<file path="src/design/psr_pkg.sv">
`timescale 1ns / 1ps

package psr_pkg;

  // Encoder scaling: speed = floor(enc_delta * SPEED_SCALE / 2^SPEED_SHIFT)
  localparam int SPEED_SCALE       = 65536;
  localparam int SPEED_SHIFT       = 16;
  localparam int FINISH_DRIVE_BAND = 0;

  // Q2.14 target limit (+/-1.0)
  localparam int TARGET_MAX = 16384;

  // Field widths
  localparam int IN_W       = 16;
  localparam int GAIN_W     = 16;
  localparam int MAXI_W     = 30;
  localparam int LIM_W      = 15;
  localparam int DRIVE_W    = 16;
  localparam int CFG_DATA_W = 30;
  localparam int CFG_IDX_W  = 3;

  // Derived datapath widths
  localparam int SCALE_W  = $clog2(SPEED_SCALE + 1) + 1;
  localparam int SPROD_W  = IN_W + SCALE_W;
  localparam int SPEED_W  = SPROD_W - SPEED_SHIFT;
  localparam int TGT_W    = IN_W + 1;
  localparam int ERR_W    = ((SPEED_W > TGT_W) ? SPEED_W : TGT_W) + 1;
  localparam int DIFF_W   = ERR_W + 1;
  localparam int SUM_W    = MAXI_W + 1;
  localparam int SUMX_W   = SUM_W + 1;
  localparam int OPND_W   = SUM_W;
  localparam int PROD_W   = GAIN_W + OPND_W;
  localparam int ACC_W    = PROD_W + 2;
  localparam int RAW_W    = ACC_W - 8;
  localparam int CMP_W    = 32;

  // Configuration register indexes
  localparam logic [CFG_IDX_W-1:0] REG_GAIN_PROP    = 3'd0;
  localparam logic [CFG_IDX_W-1:0] REG_GAIN_INTEG   = 3'd1;
  localparam logic [CFG_IDX_W-1:0] REG_GAIN_DERIV   = 3'd2;
  localparam logic [CFG_IDX_W-1:0] REG_LOOP_ENABLE  = 3'd3;
  localparam logic [CFG_IDX_W-1:0] REG_MAX_INTEGRAL = 3'd4;
  localparam logic [CFG_IDX_W-1:0] REG_MAX_DRIVE    = 3'd5;
  localparam logic [CFG_IDX_W-1:0] REG_MIN_DRIVE    = 3'd6;
  localparam logic [CFG_IDX_W-1:0] REG_ERROR_BAND   = 3'd7;

  // Multiplier operand select
  localparam logic [1:0] MUL_NONE  = 2'd0;
  localparam logic [1:0] MUL_PROP  = 2'd1;
  localparam logic [1:0] MUL_INTEG = 2'd2;
  localparam logic [1:0] MUL_DERIV = 2'd3;

  typedef struct packed {
    logic signed [GAIN_W-1:0] gain_prop;
    logic signed [GAIN_W-1:0] gain_integ;
    logic signed [GAIN_W-1:0] gain_deriv;
    logic                     loop_enable;
    logic [MAXI_W-1:0]        max_integral;
    logic [LIM_W-1:0]         max_drive;
    logic [LIM_W-1:0]         min_drive;
    logic [LIM_W-1:0]         error_band;
  } psr_cfg_t;

  typedef struct packed {
    logic       load_in;
    logic       step_err;
    logic [1:0] mul_sel;
    logic       acc_load;
    logic       acc_add;
    logic       out_load;
  } psr_cmd_t;

  typedef struct packed {
    logic out_free;
  } psr_sts_t;

endpackage

</file>
<file path="src/design/pid_speed_regulator.sv">
`timescale 1ns / 1ps

// PID speed regulator with integral clamp, Q2.14 values and Q8.8 gains.
//
// Input channel (in_*): one transfer per control tick carries the encoder
// delta and the speed target. Result channel (out_*): one transfer per
// input tick carries the drive command and the finish flag.
// Configuration channel (cfg_*): cfg_index selects a register, cfg_data
// holds its value; always ready, write only while no tick is in flight.
//
// The sequencer takes one tick at a time: no new input transfer is accepted
// until the previous result is loaded into the output register. The
// sequence is set by the single 16x31 multiplier, used once for each of the
// proportional, integral and derivative terms, then one accumulate and one
// saturate/deadband step.
// The output register holds a result while the receiver stalls; the next
// tick is accepted meanwhile and its result waits in the final step until
// the register frees up.
// Reset clears the previous error, the error sum and the output valid, and
// loads the register defaults (kp = 1.0, loop disabled).
module pid_speed_regulator (
  input  logic        clk,
  input  logic        rst_n,
  // input channel
  input  logic        in_tvalid,
  output logic        in_tready,
  input  logic [31:0] in_tdata,   // [15:0] enc_delta, [31:16] target_speed
  // result channel
  output logic        out_tvalid,
  input  logic        out_tready,
  output logic [23:0] out_tdata,  // [15:0] drive, [16] finished, [23:17] zero
  // configuration channel
  input  logic                            cfg_valid,
  output logic                            cfg_ready,
  input  logic [psr_pkg::CFG_IDX_W-1:0]   cfg_index,
  input  logic [psr_pkg::CFG_DATA_W-1:0]  cfg_data
);
  import psr_pkg::*;

  psr_cfg_t cfg_r;
  psr_cmd_t cmd;
  psr_sts_t sts;

  logic signed [DRIVE_W-1:0] out_drive;
  logic                      out_finished;

  // register file: take a write on every cfg transfer
  assign cfg_ready = 1'b1;

  always_ff @(posedge clk) begin
    if (!rst_n) begin
      cfg_r.gain_prop    <= GAIN_W'(256);
      cfg_r.gain_integ   <= '0;
      cfg_r.gain_deriv   <= '0;
      cfg_r.loop_enable  <= 1'b0;
      cfg_r.max_integral <= MAXI_W'(1048576);
      cfg_r.max_drive    <= LIM_W'(16384);
      cfg_r.min_drive    <= '0;
      cfg_r.error_band   <= '0;
    end else if (cfg_valid && cfg_ready) begin
      case (cfg_index)
        REG_GAIN_PROP:    cfg_r.gain_prop    <= cfg_data[GAIN_W-1:0];
        REG_GAIN_INTEG:   cfg_r.gain_integ   <= cfg_data[GAIN_W-1:0];
        REG_GAIN_DERIV:   cfg_r.gain_deriv   <= cfg_data[GAIN_W-1:0];
        REG_LOOP_ENABLE:  cfg_r.loop_enable  <= cfg_data[0];
        REG_MAX_INTEGRAL: cfg_r.max_integral <= cfg_data[MAXI_W-1:0];
        REG_MAX_DRIVE:    cfg_r.max_drive    <= cfg_data[LIM_W-1:0];
        REG_MIN_DRIVE:    cfg_r.min_drive    <= cfg_data[LIM_W-1:0];
        REG_ERROR_BAND:   cfg_r.error_band   <= cfg_data[LIM_W-1:0];
        default: ;
      endcase
    end
  end

  // sequencer: steps each tick through error update and three multiplies
  psr_ctrl u_ctrl (
    .clk       (clk),
    .rst_n     (rst_n),
    .in_tvalid (in_tvalid),
    .in_tready (in_tready),
    .sts       (sts),
    .cmd       (cmd)
  );

  // arithmetic, loop state and output register
  psr_dp u_dp (
    .clk          (clk),
    .rst_n        (rst_n),
    .cfg          (cfg_r),
    .cmd          (cmd),
    .sts          (sts),
    .enc_delta    (in_tdata[15:0]),
    .target_speed (in_tdata[31:16]),
    .out_tvalid   (out_tvalid),
    .out_tready   (out_tready),
    .out_drive    (out_drive),
    .out_finished (out_finished)
  );

  // pack result fields, lowest first, zero pad to whole bytes
  assign out_tdata = {7'd0, out_finished, out_drive};

endmodule

</file>
<file path="src/design/psr_ctrl.sv">
`timescale 1ns / 1ps

module psr_ctrl (
  input  logic             clk,
  input  logic             rst_n,
  input  logic             in_tvalid,
  output logic             in_tready,
  input  psr_pkg::psr_sts_t sts,
  output psr_pkg::psr_cmd_t cmd
);
  import psr_pkg::*;

  localparam logic [2:0] ST_IDLE  = 3'd0;
  localparam logic [2:0] ST_ERR   = 3'd1;
  localparam logic [2:0] ST_MPROP = 3'd2;
  localparam logic [2:0] ST_MINTG = 3'd3;
  localparam logic [2:0] ST_MDERV = 3'd4;
  localparam logic [2:0] ST_ACC   = 3'd5;
  localparam logic [2:0] ST_FIN   = 3'd6;

  logic [2:0] state_r, state_nxt;

  assign in_tready = (state_r == ST_IDLE);

  always_comb begin
    state_nxt = state_r;
    cmd       = '0;
    cmd.mul_sel = MUL_NONE;
    case (state_r)
      ST_IDLE: begin
        if (in_tvalid) begin
          cmd.load_in = 1'b1;
          state_nxt   = ST_ERR;
        end
      end
      ST_ERR: begin
        cmd.step_err = 1'b1;
        state_nxt    = ST_MPROP;
      end
      ST_MPROP: begin
        cmd.mul_sel = MUL_PROP;
        state_nxt   = ST_MINTG;
      end
      ST_MINTG: begin
        cmd.mul_sel  = MUL_INTEG;
        cmd.acc_load = 1'b1;
        state_nxt    = ST_MDERV;
      end
      ST_MDERV: begin
        cmd.mul_sel = MUL_DERIV;
        cmd.acc_add = 1'b1;
        state_nxt   = ST_ACC;
      end
      ST_ACC: begin
        cmd.acc_add = 1'b1;
        state_nxt   = ST_FIN;
      end
      ST_FIN: begin
        // wait for room in the output register
        if (sts.out_free) begin
          cmd.out_load = 1'b1;
          state_nxt    = ST_IDLE;
        end
      end
      default: state_nxt = ST_IDLE;
    endcase
  end

  always_ff @(posedge clk) begin
    if (!rst_n) begin
      state_r <= ST_IDLE;
    end else begin
      state_r <= state_nxt;
    end
  end

endmodule

</file>
<file path="src/design/psr_dp.sv">
`timescale 1ns / 1ps

module psr_dp (
  input  logic                         clk,
  input  logic                         rst_n,
  input  psr_pkg::psr_cfg_t            cfg,
  input  psr_pkg::psr_cmd_t            cmd,
  output psr_pkg::psr_sts_t            sts,
  input  logic signed [psr_pkg::IN_W-1:0] enc_delta,
  input  logic signed [psr_pkg::IN_W-1:0] target_speed,
  output logic                         out_tvalid,
  input  logic                         out_tready,
  output logic signed [psr_pkg::DRIVE_W-1:0] out_drive,
  output logic                         out_finished
);
  import psr_pkg::*;

  localparam logic signed [SCALE_W-1:0] SCALE_S = SCALE_W'(SPEED_SCALE);
  localparam logic signed [TGT_W-1:0]   TGT_HI  = TGT_W'(TARGET_MAX);
  localparam logic signed [TGT_W-1:0]   TGT_LO  = -TGT_W'(TARGET_MAX);
  localparam logic signed [CMP_W-1:0]   FIN_HI  = CMP_W'(FINISH_DRIVE_BAND);
  localparam logic signed [CMP_W-1:0]   FIN_LO  = -CMP_W'(FINISH_DRIVE_BAND);

  // input capture
  logic signed [IN_W-1:0] delta_r, target_r;

  // loop state and per-tick terms
  logic signed [ERR_W-1:0]  err_r, last_err_r;
  logic signed [DIFF_W-1:0] diff_r;
  logic signed [SUM_W-1:0]  sum_r;

  logic signed [SPROD_W-1:0] spd_prod;
  logic signed [SPEED_W-1:0] speed;
  logic signed [TGT_W-1:0]   tgt_ext, tgt_clamp;
  logic signed [ERR_W-1:0]   err_c;
  logic signed [DIFF_W-1:0]  diff_c;
  logic signed [SUMX_W-1:0]  sum_x, sum_lim, sum_c;

  // shared multiplier and accumulator
  logic signed [GAIN_W-1:0] mul_a;
  logic signed [OPND_W-1:0] mul_b;
  logic signed [PROD_W-1:0] prod_r;
  logic signed [ACC_W-1:0]  acc_r;

  // output stage
  logic signed [RAW_W-1:0]   raw, drv_lim;
  logic signed [DRIVE_W-1:0] drv_sat, drv_c;
  logic signed [CMP_W-1:0]   drv_w, min_w, err_w, band_w;
  logic                      fin_c;
  logic                      out_valid_r, out_fin_r;
  logic signed [DRIVE_W-1:0] out_drive_r;

  // error, difference and clamped sum
  always_comb begin
    spd_prod = SPROD_W'(delta_r) * SPROD_W'(SCALE_S);
    speed    = spd_prod[SPROD_W-1:SPEED_SHIFT];
    tgt_ext  = TGT_W'(target_r);
    if (tgt_ext > TGT_HI) begin
      tgt_clamp = TGT_HI;
    end else if (tgt_ext < TGT_LO) begin
      tgt_clamp = TGT_LO;
    end else begin
      tgt_clamp = tgt_ext;
    end
    // ERR_W stays well under 32 bits, so the 32-bit error limit never bites
    err_c   = ERR_W'(tgt_clamp) - ERR_W'(speed);
    diff_c  = DIFF_W'(err_c) - DIFF_W'(last_err_r);
    sum_x   = SUMX_W'(sum_r) + SUMX_W'(err_c);
    sum_lim = $signed({2'b00, cfg.max_integral});
    if (sum_x > sum_lim) begin
      sum_c = sum_lim;
    end else if (sum_x < -sum_lim) begin
      sum_c = -sum_lim;
    end else begin
      sum_c = sum_x;
    end
  end

  always_comb begin
    case (cmd.mul_sel)
      MUL_PROP: begin
        mul_a = cfg.gain_prop;
        mul_b = OPND_W'(err_r);
      end
      MUL_INTEG: begin
        mul_a = cfg.gain_integ;
        mul_b = sum_r;
      end
      MUL_DERIV: begin
        mul_a = cfg.gain_deriv;
        mul_b = OPND_W'(diff_r);
      end
      default: begin
        mul_a = '0;
        mul_b = '0;
      end
    endcase
  end

  // floor divide by 256, saturate, deadband, finish test
  always_comb begin
    raw     = acc_r[ACC_W-1:8];
    drv_lim = $signed({{(RAW_W-LIM_W){1'b0}}, cfg.max_drive});
    if (raw > drv_lim) begin
      drv_sat = drv_lim[DRIVE_W-1:0];
    end else if (raw < -drv_lim) begin
      drv_sat = DRIVE_W'(-drv_lim);
    end else begin
      drv_sat = raw[DRIVE_W-1:0];
    end
    drv_w = CMP_W'(drv_sat);
    min_w = $signed({{(CMP_W-LIM_W){1'b0}}, cfg.min_drive});
    if (drv_w < min_w && drv_w > -min_w) begin
      drv_c = '0;
    end else begin
      drv_c = drv_sat;
    end
    err_w  = CMP_W'(err_r);
    band_w = $signed({{(CMP_W-LIM_W){1'b0}}, cfg.error_band});
    fin_c  = (CMP_W'(drv_c) <= FIN_HI) && (CMP_W'(drv_c) >= FIN_LO) &&
             (err_w <= band_w) && (err_w >= -band_w);
  end

  assign sts.out_free = !out_valid_r || out_tready;

  always_ff @(posedge clk) begin
    if (cmd.load_in) begin
      delta_r  <= enc_delta;
      target_r <= target_speed;
    end
    if (cmd.step_err) begin
      err_r  <= err_c;
      diff_r <= diff_c;
    end
    prod_r <= PROD_W'(mul_a) * PROD_W'(mul_b);
    if (cmd.acc_load) begin
      acc_r <= ACC_W'(prod_r);
    end else if (cmd.acc_add) begin
      acc_r <= acc_r + ACC_W'(prod_r);
    end
    if (cmd.out_load) begin
      out_drive_r <= cfg.loop_enable ? drv_c : '0;
      out_fin_r   <= cfg.loop_enable & fin_c;
    end
  end

  always_ff @(posedge clk) begin
    if (!rst_n) begin
      last_err_r  <= '0;
      sum_r       <= '0;
      out_valid_r <= 1'b0;
    end else begin
      if (cmd.step_err) begin
        last_err_r <= err_c;
        sum_r      <= sum_c[SUM_W-1:0];
      end
      if (cmd.out_load) begin
        out_valid_r <= 1'b1;
      end else if (out_tready) begin
        out_valid_r <= 1'b0;
      end
    end
  end

  assign out_tvalid   = out_valid_r;
  assign out_drive    = out_drive_r;
  assign out_finished = out_fin_r;

  // the error sum never leaves the integral clamp after a step
  a_sum_clamped: assert property (@(posedge clk) disable iff (!rst_n)
    $past(cmd.step_err) |->
      (SUMX_W'(sum_r) <= $signed({2'b00, cfg.max_integral})) &&
      (SUMX_W'(sum_r) >= -$signed({2'b00, cfg.max_integral})))
    else $error("error sum outside integral clamp");

  // a result is loaded only when the output register has room
  a_load_free: assert property (@(posedge clk) disable iff (!rst_n)
    cmd.out_load |-> sts.out_free)
    else $error("result overwrites a waiting transfer");

  // disabled loop yields zero drive and no finish
  a_disabled_zero: assert property (@(posedge clk) disable iff (!rst_n)
    (cmd.out_load && !cfg.loop_enable) |=> (out_drive_r == '0) && !out_fin_r)
    else $error("disabled loop produced nonzero result");

  // finish implies the drive sits inside its band
  a_fin_band: assert property (@(posedge clk) disable iff (!rst_n)
    (out_valid_r && out_fin_r) |->
      (CMP_W'(out_drive_r) <= FIN_HI) && (CMP_W'(out_drive_r) >= FIN_LO))
    else $error("finish raised with drive outside band");

endmodule

</file>
<file path="config.mk">
export PLATFORM = sky130hd
export DESIGN_NAME = pid_speed_regulator
export DESIGN_NICKNAME = d
export VERILOG_FILES = /design/src/design/psr_pkg.sv /design/src/design/pid_speed_regulator.sv /design/src/design/psr_ctrl.sv /design/src/design/psr_dp.sv
export SDC_FILE = /design/constraint.sdc
export NUM_CORES = 2
export LEC_CHECK = 0
export BUFFER_PORTS_ARGS = -buffer_cell sky130_fd_sc_hd__buf_2
export CAP_MARGIN = 20
export CORE_MARGIN = 8
export CORE_UTILIZATION = 50
export DETAILED_ROUTE_END_ITERATION = 6
export PLACE_DENSITY = 0.71
export SLEW_MARGIN = 20
export SYNTH_ARGS = -nofsm -noshare
export SYNTH_HDL_FRONTEND = slang
export SYNTH_SLANG_ARGS = --single-unit
</file>
<file path="constraint.sdc">
create_clock -name clk -period 15.4 [get_ports clk]
set_input_delay 2.31 -clock clk [delete_from_list [all_inputs] [get_ports clk]]
set_output_delay 2.31 -clock clk [all_outputs]
set_load 0.01 [all_outputs]
</file>
## After elaboration in Yosys (flattened, before gate mapping)

Cells that the tools add are included.

| storage, ports and cells | value |
|---|---|
| register bits | 360 |
| input port bits | 70 |
| output and inout port bits | 27 |

| cells by class | value |
|---|---|
| add/subtract/negate cells | 8 |
| multipliers | 1 |
| order comparisons | 12 |
| equal/unequal tests | 18 |
| muxes and demuxes | 24 |
| bitwise gates (word level) | 1 |
| reductions and logical operators | 20 |

Operator list:

| kind | count |
|---|---|
| two-way mux 49 bit | 2 |
| one-hot mux 31 bit (3 select lines) | 1 |
| negator 15 -> 32 bit | 2 |
| two-way mux 31 bit | 2 |
| adder 49 x 47 -> 49 bit | 1 |
| two-way mux 16 bit | 3 |
| one-hot mux 16 bit (3 select lines) | 1 |
| multiplier 16 x 31 -> 47 bit | 1 |
| > comparator 41 x 16 -> 1 bit | 1 |
| less-than comparator 41 bit | 1 |
| negator 15 -> 41 bit | 1 |
| two-way mux 17 bit | 2 |
| adder 31 x 18 -> 32 bit | 1 |
| >= comparator 18 x 32 -> 1 bit | 1 |
| > comparator 16 x 32 -> 1 bit | 1 |
| > comparator 32 x 31 -> 1 bit | 1 |
| less-than comparator 32 bit | 1 |
| negator 30 -> 32 bit | 1 |
| == test 3 bit, second input constant | 7 |
| one-hot mux 3 bit (7 select lines) | 1 |
| subtractor 18 x 18 -> 19 bit | 1 |
| <= comparator 18 x 16 -> 1 bit | 1 |
| AND reduction 2 bit | 9 |
| subtractor 17 x 16 -> 18 bit | 1 |
| other kinds (20) | 40 |

## Logic depth before layout (Yosys ltp)

| logic depth | value |
|---|---|
| depth after elaboration | 12 |
| depth in mapped cells | 40 |
| gate-level depth less buffers | 38 |

## Modules after synthesis

From an unflattened synthesis, not the netlist that was laid out.

| unflattened totals | value |
|---|---|
| cell total of the unflattened synthesis | 4901 |
| area total of the unflattened synthesis | 43052.5 um^2 |

Modules (own cells, without submodules):

| module | times used | cells an instance | area each (um^2) | seq. area each (um^2) |
|---|---|---|---|---|
| psr_dp | 1 | 4416 | 38205.4 | 5995.8 |
| pid_speed_regulator | 1 | 457 | 4638.2 | 2482.4 |
| psr_ctrl | 1 | 28 | 209.0 | 60.1 |

## Least setup slack after synthesis

Ideal clock, no wire load.

| timing | value |
|---|---|
| path kind | reg-to-reg |
| from | register u_dp.target_r[8] |
| to | register u_dp.sum_r[14] |
| setup time | 0.084 ns |
| data arrival time | 7.863 ns |
| required time | 15.316 ns |
| setup slack | 7.453 ns |
| cell stages (with the launch flop) | 40 |
| path buffers | 3 |
| clock period less this slack | 7.947 ns |
| path through | edfxtp_1 > nor4_1 > nand4_1 > a21oi_1 > clkbuf_1 > and2_1 > ha_1 > nor2b_1 > o21ai_0 > nand2b_1 > a21o_1 > a21o_1 > a21o_1 > a41o_1 > o41ai_1 > o21ai_0 > xor2_1 > ha_1 > [4 not listed] > o21ai_0 > nand2_1 > a21o_1 > a21oi_1 > xnor2_1 > ha_1 > a21o_1 > a21o_1 > a21oi_1 > o21ai_0 > a2111oi_0 > a21oi_1 > a31oi_1 > clkbuf_1 > clkbuf_1 > nand3_1 > a21o_1 > a31oi_1 |

| between the ends | value |
|---|---|
| word-level cells in the longest chain between the ends | 8 |
| elaborated cells between the ends (all ways) | 10 |

Ends and longest elaborated chain:

| element | line | text |
|---|---|---|
| start, declared | psr_dp.sv:25 | `logic signed [IN_W-1:0] delta_r, target_r;` |
| start signal, assigned | psr_dp.sv:129 | `target_r <= target_speed;` |
| less-than comparator 16 x 15 -> 1 bit | psr_dp.sv:60 | `end else if (tgt_ext < TGT_LO) begin` |
| two-way mux 17 bit | psr_dp.sv:60 |  |
| two-way mux 17 bit * | psr_dp.sv:58 | `if (tgt_ext > TGT_HI) begin` |
| subtractor 17 x 16 -> 18 bit * | psr_dp.sv:66 | `err_c = ERR_W'(tgt_clamp) - ERR_W'(speed);` |
| net u_dp.err_c[14] | psr_dp.sv:35 | `logic signed [ERR_W-1:0] err_c;` |
| adder 31 x 18 -> 32 bit * | psr_dp.sv:68 | `sum_x = SUMX_W'(sum_r) + SUMX_W'(err_c);` |
| less-than comparator 32 bit | psr_dp.sv:72 | `end else if (sum_x < -sum_lim) begin` |
| two-way mux 31 bit | psr_dp.sv:72 |  |
| two-way mux 31 bit * | psr_dp.sv:70 | `if (sum_x > sum_lim) begin` |
| end signal, assigned | psr_dp.sv:155 | `sum_r <= sum_c[SUM_W-1:0];` |
| end, declared | psr_dp.sv:30 | `logic signed [SUM_W-1:0] sum_r;` |

The timed path passes the listed nets; every way through them passes the cells marked *.
A chain may end at the register's enable or synchronous reset.

## Worst setup path in the final report

| timing | value |
|---|---|
| from | register u_dp.target_r[13] |
| to | register u_dp.sum_r[0] |

Same word-level chain as after synthesis.

==> flow_summary.toml <==
[logic_synthesis]
async_reset_ff_share_pct = 0
ys_top_cells_by_area = "fa_1 23%, ha_1 13%, dfxtp_1 11%"
synth_top_area_share_pct = 22.84
syn_area_sq_um = 41720
synth.yosys.seq_area_share_pct = 20.47
yosys_warnings = 0
synth_ff_type = "dfxtp_1"
ys_ff_latch = 359
synth_edf_count = 135
postSynthCellCount = 4872
avgSynthCellArea_sq_um = 8.562
ys_types = 76
synth_top_area_cell = "fa_1"

[worst_setup_path]
path_buf_inv = 2
slowest_delay_ps = 640
r2r_start = "u_dp.target_r[13]"
crit_start = "u_dp.target_r[13]"
r2r_setup_slack_ps = 5300
cp_data_arrival_time_ps = 10590
critPathRequiredTime_ps = 15880
crit_family = "compound AO/OA/AOI/OAI gates"
cpMaxStageDelayCell = "a2111oi_1"
worstSetupStartpointType = "register"
timing.rr.end = "u_dp.sum_r[0]"
worstSetupPathType = "register to register"
crit_top_cell = "a21o_1"
path_max_fanout = 29
rr_worst_depth = 37
endpoint_kind = "register"

[layout]
drive_gt1_share_pct = 5.530
area_growth_pct = 7.445
final_util_pct = 53.90
n_antenna_cell = 0
layout.nets = 5857

[grt]
overflow = 0
grt_max_degree = 84
antenna_found_initial = 0
grt_pass1_wl_mm = 184.6
grtUsageTotal_pct = 24.55
grt_pass1_vias = 34280

[place]
dp_hpwl_mm = 90.04
routabilityCongestion = 0.9751
pre_cts_slack_ps = 5433
port_buffers = 88

[pwr]
p_leak_uw = 0.01974
power_uw = 3496
ir_drop_mv = 0.1328
power_density_nw_per_um2 = 78.01

[sta]
max_freq_mhz = 98.98
hold_violations = 0
fin_ws_ps = 5297
finalSetupViolCount = 0
drv_slew = 0
min_period_ps = 10100
period_share_pct = 65.61
finClkSkew_ps = 36.32
rsz0062_at_grt = "false"
setup_tns_ps = 0
whs_ps = 452.8
tightest_slew_ps = 1174
maxSlewHeadroom_pct = 21.71

[clock_tree]
cts_tree = "yes"
hold_buffers = 0
postCtsSetupRepairBufs = 0
cts_resized = 0
clk_latency_ps = 590
cts.sinks = 359
numCtsBuffers = 44
clockRootBuffer = "clkbuf_16"
clockBufferDepth = 3
htree_levels = 2
clkTransAtPathRegs_ps = 60

[floorplanning]
core_area_sq_um = 83160
rows = 106
die_h_um = 304.8
die_area_sq_um = 92930
start_util_pct = 50.16
fp.dieW_um = 304.8
io_pins = 97

[hold_path]
hold_class = "register to register"
holdPathStages = 2
min_to = "u_dp.last_err_r[14]"
worstHoldStart = "u_dp.last_err_r[14]"

[route]
avgViaCountPerCell = 5.681
drt_pass1_iterations = 5
antenna_left = 0
totalWireLength_mm = 115.8
vias = 34080
drtIter0Drc = 2781
drc = 0
wire_per_inst_um = 19.31

[status]
outcome = "finished, final reports clean"

[job]
maxCapViolCount = 0
layer usage:
layer / share of wire (%) / GRT usage, % / up-vias
met5: 0 / 0 / -
met1: 43 / 32.85 / 16460
met2: 45 / 39.86 / 1249
li1: - / - / 16160
met3: 8.3 / 4.756 / 212
met4: 3.4 / 8.209 / 0
kinds of logic (layout without fill, tap and decap cells):
family | after synthesis | in the layout | synth area share, %
flops | 359 | 359 | 20.47
simple gates | 1573 | 1573 | 16.61
buf+inv | 835 | 876 | 7.657
xor+xnor | 202 | 202 | 4.241
mux | 88 | 88 | 2.148
other cells | 2 | 8 | 0.01800
fa+ha+maj | 904 | 904 | 35.68
compound gates | 909 | 909 | 13.18
placed cells by master, fill, tap and decap left out, types with 11 or more instances in the layout:
cell type	n
clkbuf_16	46
xnor2_1	157
fa_1	476
nor2_1	421
o21a_1	57
o31ai_1	11
a211oi_1	24
mux2i_1	76
mux2_2	12
nor2b_1	60
ha_1	428
a21o_1	124
o21ai_1	25
a21oi_1	368
nand2b_1	30
nor3_1	54
and2_1	40
inv_1	655
buf_2	88
dfxtp_1	223
o21bai_1	15
buf_4	48
edfxtp_1	135
a31oi_1	27
nor4_1	30
nand2_1	710
nand4_1	63
nand3_1	74
or3_1	14
o21ai_0	154
and3_1	22
xor2_1	45
or2_2	14
o211ai_1	17
flip-flops by register name, indices dropped and copies added (netlist names), 18 cells and up:
| signal | flops |
|---|---|
| u_dp.sum_r | 31 |
| u_dp.acc_r | 49 |
| u_dp.last_err_r | 18 |
| u_dp.diff_r | 19 |
| u_dp.err_r | 18 |
| cfg_r | 124 |
| u_dp.prod_r | 47 |
worst max path at each step:
| stage | endpoint | cells past startpoint |
|---|---|---|
| floorplan | u_dp.sum_r[14] | 39 |
| global placement | u_dp.sum_r[0] | 37 |
| detailed placement | u_dp.sum_r[0] | 37 |
| CTS | u_dp.sum_r[0] | 37 |
| global route | u_dp.sum_r[0] | 37 |
| finish | u_dp.sum_r[0] | 37 |
layout make-up:
class	count	area, sq um
clock inverter	28	336.6
sequential	359	8539
multi-input combinational	3684	30120
inverter	658	2472
fill	7524	38340
clock buffer	54	1201
timing repair buffer	136	800.8
tap	1080	1351
worst register-to-register path: cells and delay by family, from the launching register on:
kind            cells  cell delay (ps)
simple gates       13             3300
buf+inv             2              450
xor+xnor            1              220
flops               1              400
compound gates     18             4710
fa+ha+maj           3              930
cell usage after synthesis, types with 15 or more instances:
| cell | n |
|---|---|
| xnor2_1 | 157 |
| a21o_1 | 125 |
| o21bai_1 | 15 |
| a31oi_1 | 28 |
| nor4_1 | 30 |
| o21ai_1 | 24 |
| fa_1 | 476 |
| nor3_1 | 56 |
| o21ai_0 | 162 |
| xor2_1 | 45 |
| clkbuf_1 | 147 |
| a211oi_1 | 24 |
| nand3_1 | 75 |
| nor2b_1 | 60 |
| mux2i_1 | 76 |
| o21a_1 | 57 |
| and2_1 | 41 |
| o211ai_1 | 17 |
| inv_1 | 655 |
| nand2_1 | 711 |
| nand2b_1 | 31 |
| a21oi_1 | 373 |
| and3_1 | 22 |
| edfxtp_1 | 135 |
| ha_1 | 428 |
| nand4_1 | 63 |
| dfxtp_1 | 224 |
| nor2_1 | 422 |
per-stage QoR:
step | cells | cell area [sq um]
3_5_place_dp | 5914 | 43250
4_1_cts | 5996 | 44780
5_1_grt | 5999 | 44820
2_1_floorplan | 4878 | 41740
6_report | 5999 | 44820
3_3_place_gp | 5914 | 43250
power breakdown:
group / internal [uW] / total, uW / switching [uW]
Combinational: 507 / 1270 / 762
Sequential: 1070 / 1130 / 58.6
Clock: 663 / 1100 / 439
Total: 2240 / 3500 / 1260
No activity file was read; power rests on OpenSTA's default activity.
